[src/hw/rtl/quad_x_mixer_with_lag_core_macros.svh]
// Assertion macros used by the mixer top level.
`ifndef QUAD_X_MIXER_WITH_LAG_CORE_MACROS_SVH
`define QUAD_X_MIXER_WITH_LAG_CORE_MACROS_SVH

`ifndef SYNTHESIS
// Same-cycle implication, checked outside reset.
`define QXM_ASSERT_IMPL(label, clk, rst_n, ante, cons) \
    label: assert property (@(posedge clk) disable iff (!(rst_n)) (ante) |-> (cons)) \
        else $error("quad mixer check failed");
// Next-cycle implication, checked outside reset.
`define QXM_ASSERT_NEXT(label, clk, rst_n, ante, cons) \
    label: assert property (@(posedge clk) disable iff (!(rst_n)) (ante) |=> (cons)) \
        else $error("quad mixer check failed");
`else
`define QXM_ASSERT_IMPL(label, clk, rst_n, ante, cons)
`define QXM_ASSERT_NEXT(label, clk, rst_n, ante, cons)
`endif

`endif

[src/hw/rtl/qxm_pkg.sv]
// Shared types and constants of the quad X mixer.
package qxm_pkg;

    localparam int CMD_W      = 16;
    localparam int ALPHA_W    = 16;
    localparam int LEVEL_OUT_W = 15;
    localparam int MOTOR_COUNT = 4;

    localparam int MOTOR_REAR_LEFT   = 0;
    localparam int MOTOR_FRONT_LEFT  = 1;
    localparam int MOTOR_FRONT_RIGHT = 2;
    localparam int MOTOR_REAR_RIGHT  = 3;

    localparam logic [ALPHA_W-1:0] ALPHA_RESET = 16'd13107;

    typedef struct packed {
        logic signed [CMD_W-1:0] thrust;
        logic signed [CMD_W-1:0] roll;
        logic signed [CMD_W-1:0] pitch;
        logic signed [CMD_W-1:0] yaw;
    } t_cmd;

endpackage

[src/hw/rtl/qxm_mix.sv]
// Motor mixing, desaturation and clamping into the target register.
module qxm_mix
    import qxm_pkg::*;
#(
    parameter int FRAC_BITS = 14,
    parameter int LW        = FRAC_BITS + 1
) (
    input  logic                             i_clk,
    input  logic                             i_load,
    input  t_cmd                             i_cmd,
    output logic [MOTOR_COUNT-1:0][LW-1:0]   o_tgt,
    output logic                             o_reduced
);

    // Wide enough for the four-term sums and for 1.0 at any fraction width.
    localparam int MW = (FRAC_BITS + 3 > 20) ? FRAC_BITS + 3 : 20;
    localparam logic signed [MW-1:0] ONE = MW'(1) << FRAC_BITS;

    logic signed [MW-1:0] tt, rr, pp, yn;
    logic signed [MW-1:0] mix [MOTOR_COUNT];
    logic signed [MW-1:0] max_a, max_b, mx, excess;
    logic signed [MW-1:0] adj [MOTOR_COUNT];
    logic [MOTOR_COUNT-1:0][LW-1:0] n_tgt;
    logic                 n_reduced;
    logic [MOTOR_COUNT-1:0][LW-1:0] r_tgt;
    logic                 r_reduced;

    always_comb begin
        tt = MW'(i_cmd.thrust);
        rr = MW'(i_cmd.roll);
        pp = MW'(i_cmd.pitch);
        yn = -MW'(i_cmd.yaw);

        mix[MOTOR_REAR_LEFT]   = tt - rr + pp + yn;
        mix[MOTOR_FRONT_LEFT]  = tt - rr - pp - yn;
        mix[MOTOR_FRONT_RIGHT] = tt + rr - pp + yn;
        mix[MOTOR_REAR_RIGHT]  = tt + rr + pp - yn;

        max_a = (mix[MOTOR_FRONT_LEFT] > mix[MOTOR_REAR_LEFT]) ?
                mix[MOTOR_FRONT_LEFT] : mix[MOTOR_REAR_LEFT];
        max_b = (mix[MOTOR_REAR_RIGHT] > mix[MOTOR_FRONT_RIGHT]) ?
                mix[MOTOR_REAR_RIGHT] : mix[MOTOR_FRONT_RIGHT];
        mx    = (max_b > max_a) ? max_b : max_a;

        n_reduced = (mx > ONE);
        excess    = n_reduced ? (mx - ONE) : '0;

        for (int i = 0; i < MOTOR_COUNT; i++) begin
            adj[i] = mix[i] - excess;
            if (adj[i] < 0) begin
                n_tgt[i] = '0;
            end else if (adj[i] > ONE) begin
                n_tgt[i] = ONE[LW-1:0];
            end else begin
                n_tgt[i] = adj[i][LW-1:0];
            end
        end
    end

    always_ff @(posedge i_clk) begin
        if (i_load) begin
            r_tgt     <= n_tgt;
            r_reduced <= n_reduced;
        end
    end

    assign o_tgt     = r_tgt;
    assign o_reduced = r_reduced;

endmodule

[src/hw/rtl/qxm_lag.sv]
// First-order lag on the four motor levels; the level registers are also the result.
module qxm_lag
    import qxm_pkg::*;
#(
    parameter int LW = 15
) (
    input  logic                             i_clk,
    input  logic                             i_rst_n,
    input  logic                             i_load,
    input  logic [ALPHA_W-1:0]               i_alpha,
    input  logic [MOTOR_COUNT-1:0][LW-1:0]   i_tgt,
    input  logic                             i_reduced,
    output logic [MOTOR_COUNT-1:0][LW-1:0]   o_level,
    output logic                             o_reduced
);

    localparam int DW = LW + 1;
    localparam int PW = DW + ALPHA_W + 1;

    logic signed [DW-1:0] diff  [MOTOR_COUNT];
    logic signed [PW-1:0] prod  [MOTOR_COUNT];
    logic signed [PW-1:0] delta [MOTOR_COUNT];
    logic signed [DW-1:0] sum   [MOTOR_COUNT];
    logic signed [ALPHA_W:0] alpha_s;
    logic [MOTOR_COUNT-1:0][LW-1:0] n_level;
    logic [MOTOR_COUNT-1:0][LW-1:0] r_level;
    logic                 r_reduced;

    always_comb begin
        alpha_s = {1'b0, i_alpha};
        for (int i = 0; i < MOTOR_COUNT; i++) begin
            diff[i]  = $signed({1'b0, i_tgt[i]}) - $signed({1'b0, r_level[i]});
            prod[i]  = PW'(alpha_s) * PW'(diff[i]);
            // Arithmetic shift gives the floor for negative products.
            delta[i] = prod[i] >>> ALPHA_W;
            sum[i]   = $signed({1'b0, r_level[i]}) + delta[i][DW-1:0];
            n_level[i] = sum[i][LW-1:0];
        end
    end

    always_ff @(posedge i_clk) begin
        if (!i_rst_n) begin
            r_level <= '0;
        end else if (i_load) begin
            r_level <= n_level;
        end
    end

    always_ff @(posedge i_clk) begin
        if (i_load) begin
            r_reduced <= i_reduced;
        end
    end

    assign o_level   = r_level;
    assign o_reduced = r_reduced;

endmodule

[src/hw/rtl/quad_x_mixer_with_lag_core.sv]
// Top level of the quad X motor mixer with desaturation and motor lag.
// One command is accepted per clock while the output is not stalled; its result
// is offered after it has passed three registers: an input register, a register
// of clamped targets after mixing and desaturation, and the motor level
// registers after the lag multiply. The level registers close a loop through
// the four lag multipliers with no other register in it, which is what sets
// the rate of one command per cycle. Ready on the input side follows output
// ready combinationally when all three stages are full. The user must write the
// lag coefficient over the configuration channel only while no command is in
// flight; the block does not enforce this. It resets to 13107 (about 0.2).
`include "quad_x_mixer_with_lag_core_macros.svh"

module quad_x_mixer_with_lag_core
    import qxm_pkg::*;
#(
    parameter int FRAC_BITS = 14
) (
    input  logic                    i_clk,
    input  logic                    i_rst_n,
    input  logic                    i_cfg_valid,
    output logic                    o_cfg_ready,
    input  logic [ALPHA_W-1:0]      i_cfg_data,
    input  logic                    i_valid,
    output logic                    o_ready,
    input  logic signed [CMD_W-1:0] i_thrust_cmd,
    input  logic signed [CMD_W-1:0] i_roll_cmd,
    input  logic signed [CMD_W-1:0] i_pitch_cmd,
    input  logic signed [CMD_W-1:0] i_yaw_cmd,
    output logic                    o_valid,
    input  logic                    i_ready,
    output logic [LEVEL_OUT_W-1:0]  o_rear_left_level,
    output logic [LEVEL_OUT_W-1:0]  o_front_left_level,
    output logic [LEVEL_OUT_W-1:0]  o_front_right_level,
    output logic [LEVEL_OUT_W-1:0]  o_rear_right_level,
    output logic                    o_thrust_reduced
);

    localparam int LW = FRAC_BITS + 1;
    localparam int OW = (LW > LEVEL_OUT_W) ? LW : LEVEL_OUT_W;

    logic [ALPHA_W-1:0] r_alpha;
    t_cmd               r_cmd;
    logic               r_in_vld, r_tgt_vld, r_out_vld;
    logic               n_in_vld, n_tgt_vld, n_out_vld;
    logic               out_free, tgt_free, in_free;
    logic               in_take, in_move, tgt_move;
    logic [MOTOR_COUNT-1:0][LW-1:0] tgt;
    logic [MOTOR_COUNT-1:0][LW-1:0] level;
    logic               tgt_reduced;
    logic [OW-1:0]      level_ext [MOTOR_COUNT];

    // Stage handshakes: a stage may load when it is empty or being emptied.
    always_comb begin
        out_free = !r_out_vld || i_ready;
        tgt_move = r_tgt_vld && out_free;
        tgt_free = !r_tgt_vld || out_free;
        in_move  = r_in_vld && tgt_free;
        in_free  = !r_in_vld || tgt_free;
        in_take  = i_valid && in_free;

        n_in_vld  = in_free  ? i_valid   : 1'b1;
        n_tgt_vld = tgt_free ? r_in_vld  : 1'b1;
        n_out_vld = out_free ? r_tgt_vld : 1'b1;
    end

    always_ff @(posedge i_clk) begin
        if (!i_rst_n) begin
            r_in_vld  <= 1'b0;
            r_tgt_vld <= 1'b0;
            r_out_vld <= 1'b0;
            r_alpha   <= ALPHA_RESET;
        end else begin
            r_in_vld  <= n_in_vld;
            r_tgt_vld <= n_tgt_vld;
            r_out_vld <= n_out_vld;
            if (i_cfg_valid) begin
                r_alpha <= i_cfg_data;
            end
        end
    end

    always_ff @(posedge i_clk) begin
        if (in_take) begin
            r_cmd.thrust <= i_thrust_cmd;
            r_cmd.roll   <= i_roll_cmd;
            r_cmd.pitch  <= i_pitch_cmd;
            r_cmd.yaw    <= i_yaw_cmd;
        end
    end

    qxm_mix #(
        .FRAC_BITS (FRAC_BITS),
        .LW        (LW)
    ) u_mix (
        .i_clk     (i_clk),
        .i_load    (in_move),
        .i_cmd     (r_cmd),
        .o_tgt     (tgt),
        .o_reduced (tgt_reduced)
    );

    qxm_lag #(
        .LW        (LW)
    ) u_lag (
        .i_clk     (i_clk),
        .i_rst_n   (i_rst_n),
        .i_load    (tgt_move),
        .i_alpha   (r_alpha),
        .i_tgt     (tgt),
        .i_reduced (tgt_reduced),
        .o_level   (level),
        .o_reduced (o_thrust_reduced)
    );

    always_comb begin
        for (int i = 0; i < MOTOR_COUNT; i++) begin
            level_ext[i] = OW'(level[i]);
        end
    end

    assign o_cfg_ready         = 1'b1;
    assign o_ready             = in_free;
    assign o_valid             = r_out_vld;
    assign o_rear_left_level   = level_ext[MOTOR_REAR_LEFT][LEVEL_OUT_W-1:0];
    assign o_front_left_level  = level_ext[MOTOR_FRONT_LEFT][LEVEL_OUT_W-1:0];
    assign o_front_right_level = level_ext[MOTOR_FRONT_RIGHT][LEVEL_OUT_W-1:0];
    assign o_rear_right_level  = level_ext[MOTOR_REAR_RIGHT][LEVEL_OUT_W-1:0];

    // A finished target must wait while the result is stalled.
    `QXM_ASSERT_NEXT(a_tgt_held, i_clk, i_rst_n, r_tgt_vld && r_out_vld && !i_ready, r_tgt_vld)
    // With nothing behind it, a taken result leaves the output empty.
    `QXM_ASSERT_NEXT(a_out_drains, i_clk, i_rst_n, r_out_vld && i_ready && !r_tgt_vld, !o_valid)
    // A zero coefficient freezes the motor levels.
    `QXM_ASSERT_NEXT(a_alpha_zero_holds, i_clk, i_rst_n, tgt_move && (r_alpha == '0), $stable(level))

endmodule
[config.mk]
export PLATFORM = sky130hd
export DESIGN_NAME = quad_x_mixer_with_lag_core
export DESIGN_NICKNAME = d
export VERILOG_FILES = /design/src/hw/rtl/qxm_pkg.sv /design/src/hw/rtl/qxm_mix.sv /design/src/hw/rtl/qxm_lag.sv /design/src/hw/rtl/quad_x_mixer_with_lag_core.sv
export VERILOG_INCLUDE_DIRS = /design/src /design/src/hw/rtl
export SDC_FILE = /design/constraint.sdc
export NUM_CORES = 2
export LEC_CHECK = 0
export BUFFER_PORTS_ARGS = -buffer_cell sky130_fd_sc_hd__buf_2
export CAP_MARGIN = 10
export CORE_MARGIN = 4
export CORE_UTILIZATION = 61
export CTS_BUF_LIST = sky130_fd_sc_hd__clkbuf_4 sky130_fd_sc_hd__clkbuf_8 sky130_fd_sc_hd__clkbuf_16
export CTS_CLUSTER_SIZE = 8
export DETAILED_ROUTE_END_ITERATION = 12
export GPL_ROUTABILITY_DRIVEN = 0
export PLACE_DENSITY = 0.78
export SLEW_MARGIN = 40
export SYNTH_ARGS = -nofsm -noshare
export SYNTH_HDL_FRONTEND = slang
export SYNTH_SLANG_ARGS = --single-unit
[constraint.sdc]
create_clock -name i_clk -period 17.33 [get_ports i_clk]
set_input_delay 1.733 -clock i_clk [delete_from_list [all_inputs] [get_ports i_clk]]
set_output_delay 1.733 -clock i_clk [all_outputs]
set_load 0.05 [all_outputs]
==> impl_metrics.csv <==
group,metric,value,unit
run_status,status,"finished clean",
route,antenna_left,0,
sta,period_share,94.75,%
floorplanning,die_x,317.3,µm
logic_synthesis,yosysWarnings,0,
logic_synthesis,syn_nets,8602,
placed_design,placedCellCount,8117,
route,vias_per_cell,5.779,
floorplanning,num_rows,113,
logic_synthesis,synth-seq-cells,205,
logic_synthesis,syn_avg_cell_area,8.495,µm²
layout,multi_input_area,47130,µm²
global_route,track_usage,30.41,%
placed_design,dp_hpwl,120.2,mm
route,drtIter0Drc,3392,
sta,max_freq,60.90,MHz
worst_hold_path,hold_class,"register to register",
clocking,clk_pin_slew,0.05,ns
route,via_count,47270,
critical_path,cp-end-kind,"register",
floorplanning,core_region_area,95010,µm²
logic_synthesis,synthFlopType,"edfxtp_1",
logic_synthesis,async_flop_share,0,%
sta,drv_slew,0,
global_route,antenna_found_initial,0,
logic_synthesis,synth_area,58340,µm²
clocking,cts_buffers,31,
clocking,hold_buffers,0,
sta,max_slew_margin,36.63,%
global_route,grt_pass1_wl,246.9,mm
global_route,globalRouteOverflowTotal,0,
logic_synthesis,synth_top_area_share,27.24,%
layout,fin_cells,8179,
clocking,cts_root_buffer,"clkbuf_16",
route,drc,0,
sta,worstMarginPinSlew,0.9438,ns
run,maxCapViolCount,0,
logic_synthesis,ys_types,114,
clocking,clock_path_buffers,3,
layout,nNetsFinal,8624,
floorplanning,initial_core_util,61.41,%
floorplanning,fp.dieH,317.3,µm
critical_path,path_class,"register to register",
global_route,grt_pass1_vias,49200,
layout,area_growth,5.535,%
logic_synthesis,yosysMostFrequentCell,"inv_1",
sta,final_hold_viol_count,0,
layout,seq_area,5390,µm²
clocking,cts_tree,"yes",
clocking,htreeDepth,1,
logic_synthesis,synth_edf_count,126,
route,routed_wl,149.8,mm
clocking,clk_latency,0.62,ns
global_route,grt_max_degree,79,
critical_path,crit_path_frequent_cell,"a21oi_1",
sta,period_needed,16.42,ns
floorplanning,ios,149,
logic_synthesis,synthCells,6868,
sta,fin_skew,0.03475,ns
layout,fillers,7872,
route,dr.pass1.iters,6,
layout,drive_gt1_share,7.102,%
critical_path,critical_path_arrival,16.75,ns
critical_path,worst_path_max_delay_cell,"or4_1",
sta,finalSetupViolations,0,
logic_synthesis,yosysTopAreaCell,"fa_1",
logic_synthesis,synthTopCellsByArea,"fa_1 27%, ha_1 18%, inv_1 8.7%",
placed_design,numPortBuffers,147,
critical_path,cpPeakStageDelay,0.57,ns
floorplanning,dieArea,100700,µm²
clocking,cts.sink_count,205,
logic_synthesis,yosys-top-cells-count,"1360 x inv_1, 855 x ha_1, 794 x fa_1",
critical_path,crit_required,17.66,ns
critical_path,path_max_fanout,27,
route,wire_per_inst,18.32,µm
logic_synthesis,yosysSeqAreaShare,9.196,%
critical_path,worstSetupStartpointType,"register",
layout,diodes,0,
final cells by class:
type                       instances  area share [%]
clock buffer                      52           1.546
timing repair buffer             228           2.195
inverter                        1364           8.323
multi-input combinational       5060           76.55
sequential                       205           8.754
clock inverter                     5         0.06502
tap                             1265           2.571
stage by stage:
stage | setup TNS [ns] | util (%) | area [µm²] | worst slack, ns | hold WS (ns)
2_1_floorplan | 0 | - | 58340 | 2.625 | 0.4003
3_3_place_gp | 0 | 63.53 | 60360 | 0.7729 | 0.5142
3_5_place_dp | 0 | 63.59 | 60420 | 0.3869 | 0.5177
4_1_cts | 0 | 64.63 | 61410 | 0.2874 | 0.5277
5_1_grt | -0.009880 | 64.81 | 61570 | -0.009880 | 0.5505
6_report | 0 | 64.81 | 61570 | 0.9097 | 0.5308
metal layers:
layer / GRT usage (%) / share of wire (%) / routed length [µm] / vias to the layer above
li1: - / - / - / 21910
met1: 38.72 / 40 / 59950 / 23030
met2: 51.62 / 47 / 70550 / 1881
met3: 4.497 / 8.0 / 12010 / 456
met4: 13.34 / 4.9 / 7321 / 0
met5: 0 / 0 / 0 / -
cells in the final DEF (no fill, tap or decap), types with 72 or more instances in the layout:
cell type and instances:
a21oi_1 271, and2_1 399, buf_2 147, buf_4 79
edfxtp_1 126, fa_1 794, ha_1 855, inv_1 1359
nand2_1 785, nand3_1 72, nor2_1 278, nor2b_1 108
o21ai_0 237, o21bai_1 89, xnor2_1 240, xor2_1 74
state kept, by name, summed over array words and instances (netlist names):
| name | cells |
|---|---|
| u_mix.o_reduced | 1 |
| u_lag.o_reduced | 1 |
| u_mix.o_tgt | 60 |
| r_tgt_vld | 1 |
| r_in_vld | 1 |
| o_valid | 1 |
| r_alpha | 16 |
| u_lag.o_level | 60 |
| r_cmd | 64 |
final timing paths:
| check | endpoint | from | slack (ns) | cells after the start |
|---|---|---|---|---|
| max reg2reg | u_mix.o_tgt[22] | r_cmd[32] | 0.91 | 69 |
| max | u_mix.o_tgt[22] | r_cmd[32] | 0.91 | 69 |
| min | u_lag.o_level[29] | u_lag.o_level[29] | 0.53 | 2 |
| min reg2reg | u_lag.o_level[29] | u_lag.o_level[29] | 0.53 | 2 |
timing repair:
item / CTS / global route
setup buffers: 0 / 4
gates resized for setup: 0 / 16
setup endpoints to repair: 0 / 60
cells by family (layout without fill, tap and decap cells):
kind of cell | after synthesis | after routing | share of synthesized area [%]
compound gates | 979 | 980 | 10.91
xor+xnor | 334 | 334 | 5.252
fa+ha+maj | 1652 | 1652 | 45.64
buf+inv | 1604 | 1649 | 10.48
flops | 205 | 205 | 9.196
mux | 62 | 62 | 1.115
other cells | 1 | 1 | 0.006427
simple gates | 2031 | 2031 | 17.41
critical path, delay by kind of cell (launching register included):
| kind | cells | cell delay, ns |
|---|---|---|
| compound gates | 42 | 8.32 |
| simple gates | 12 | 3.24 |
| fa+ha+maj | 7 | 2.40 |
| buf+inv | 5 | 0.86 |
| xor+xnor | 2 | 0.55 |
| flops | 1 | 0.41 |
| mux | 1 | 0.33 |
Power is not shown: default switching activity piles up to over one toggle a cycle in this logic, so the estimate is an artifact.
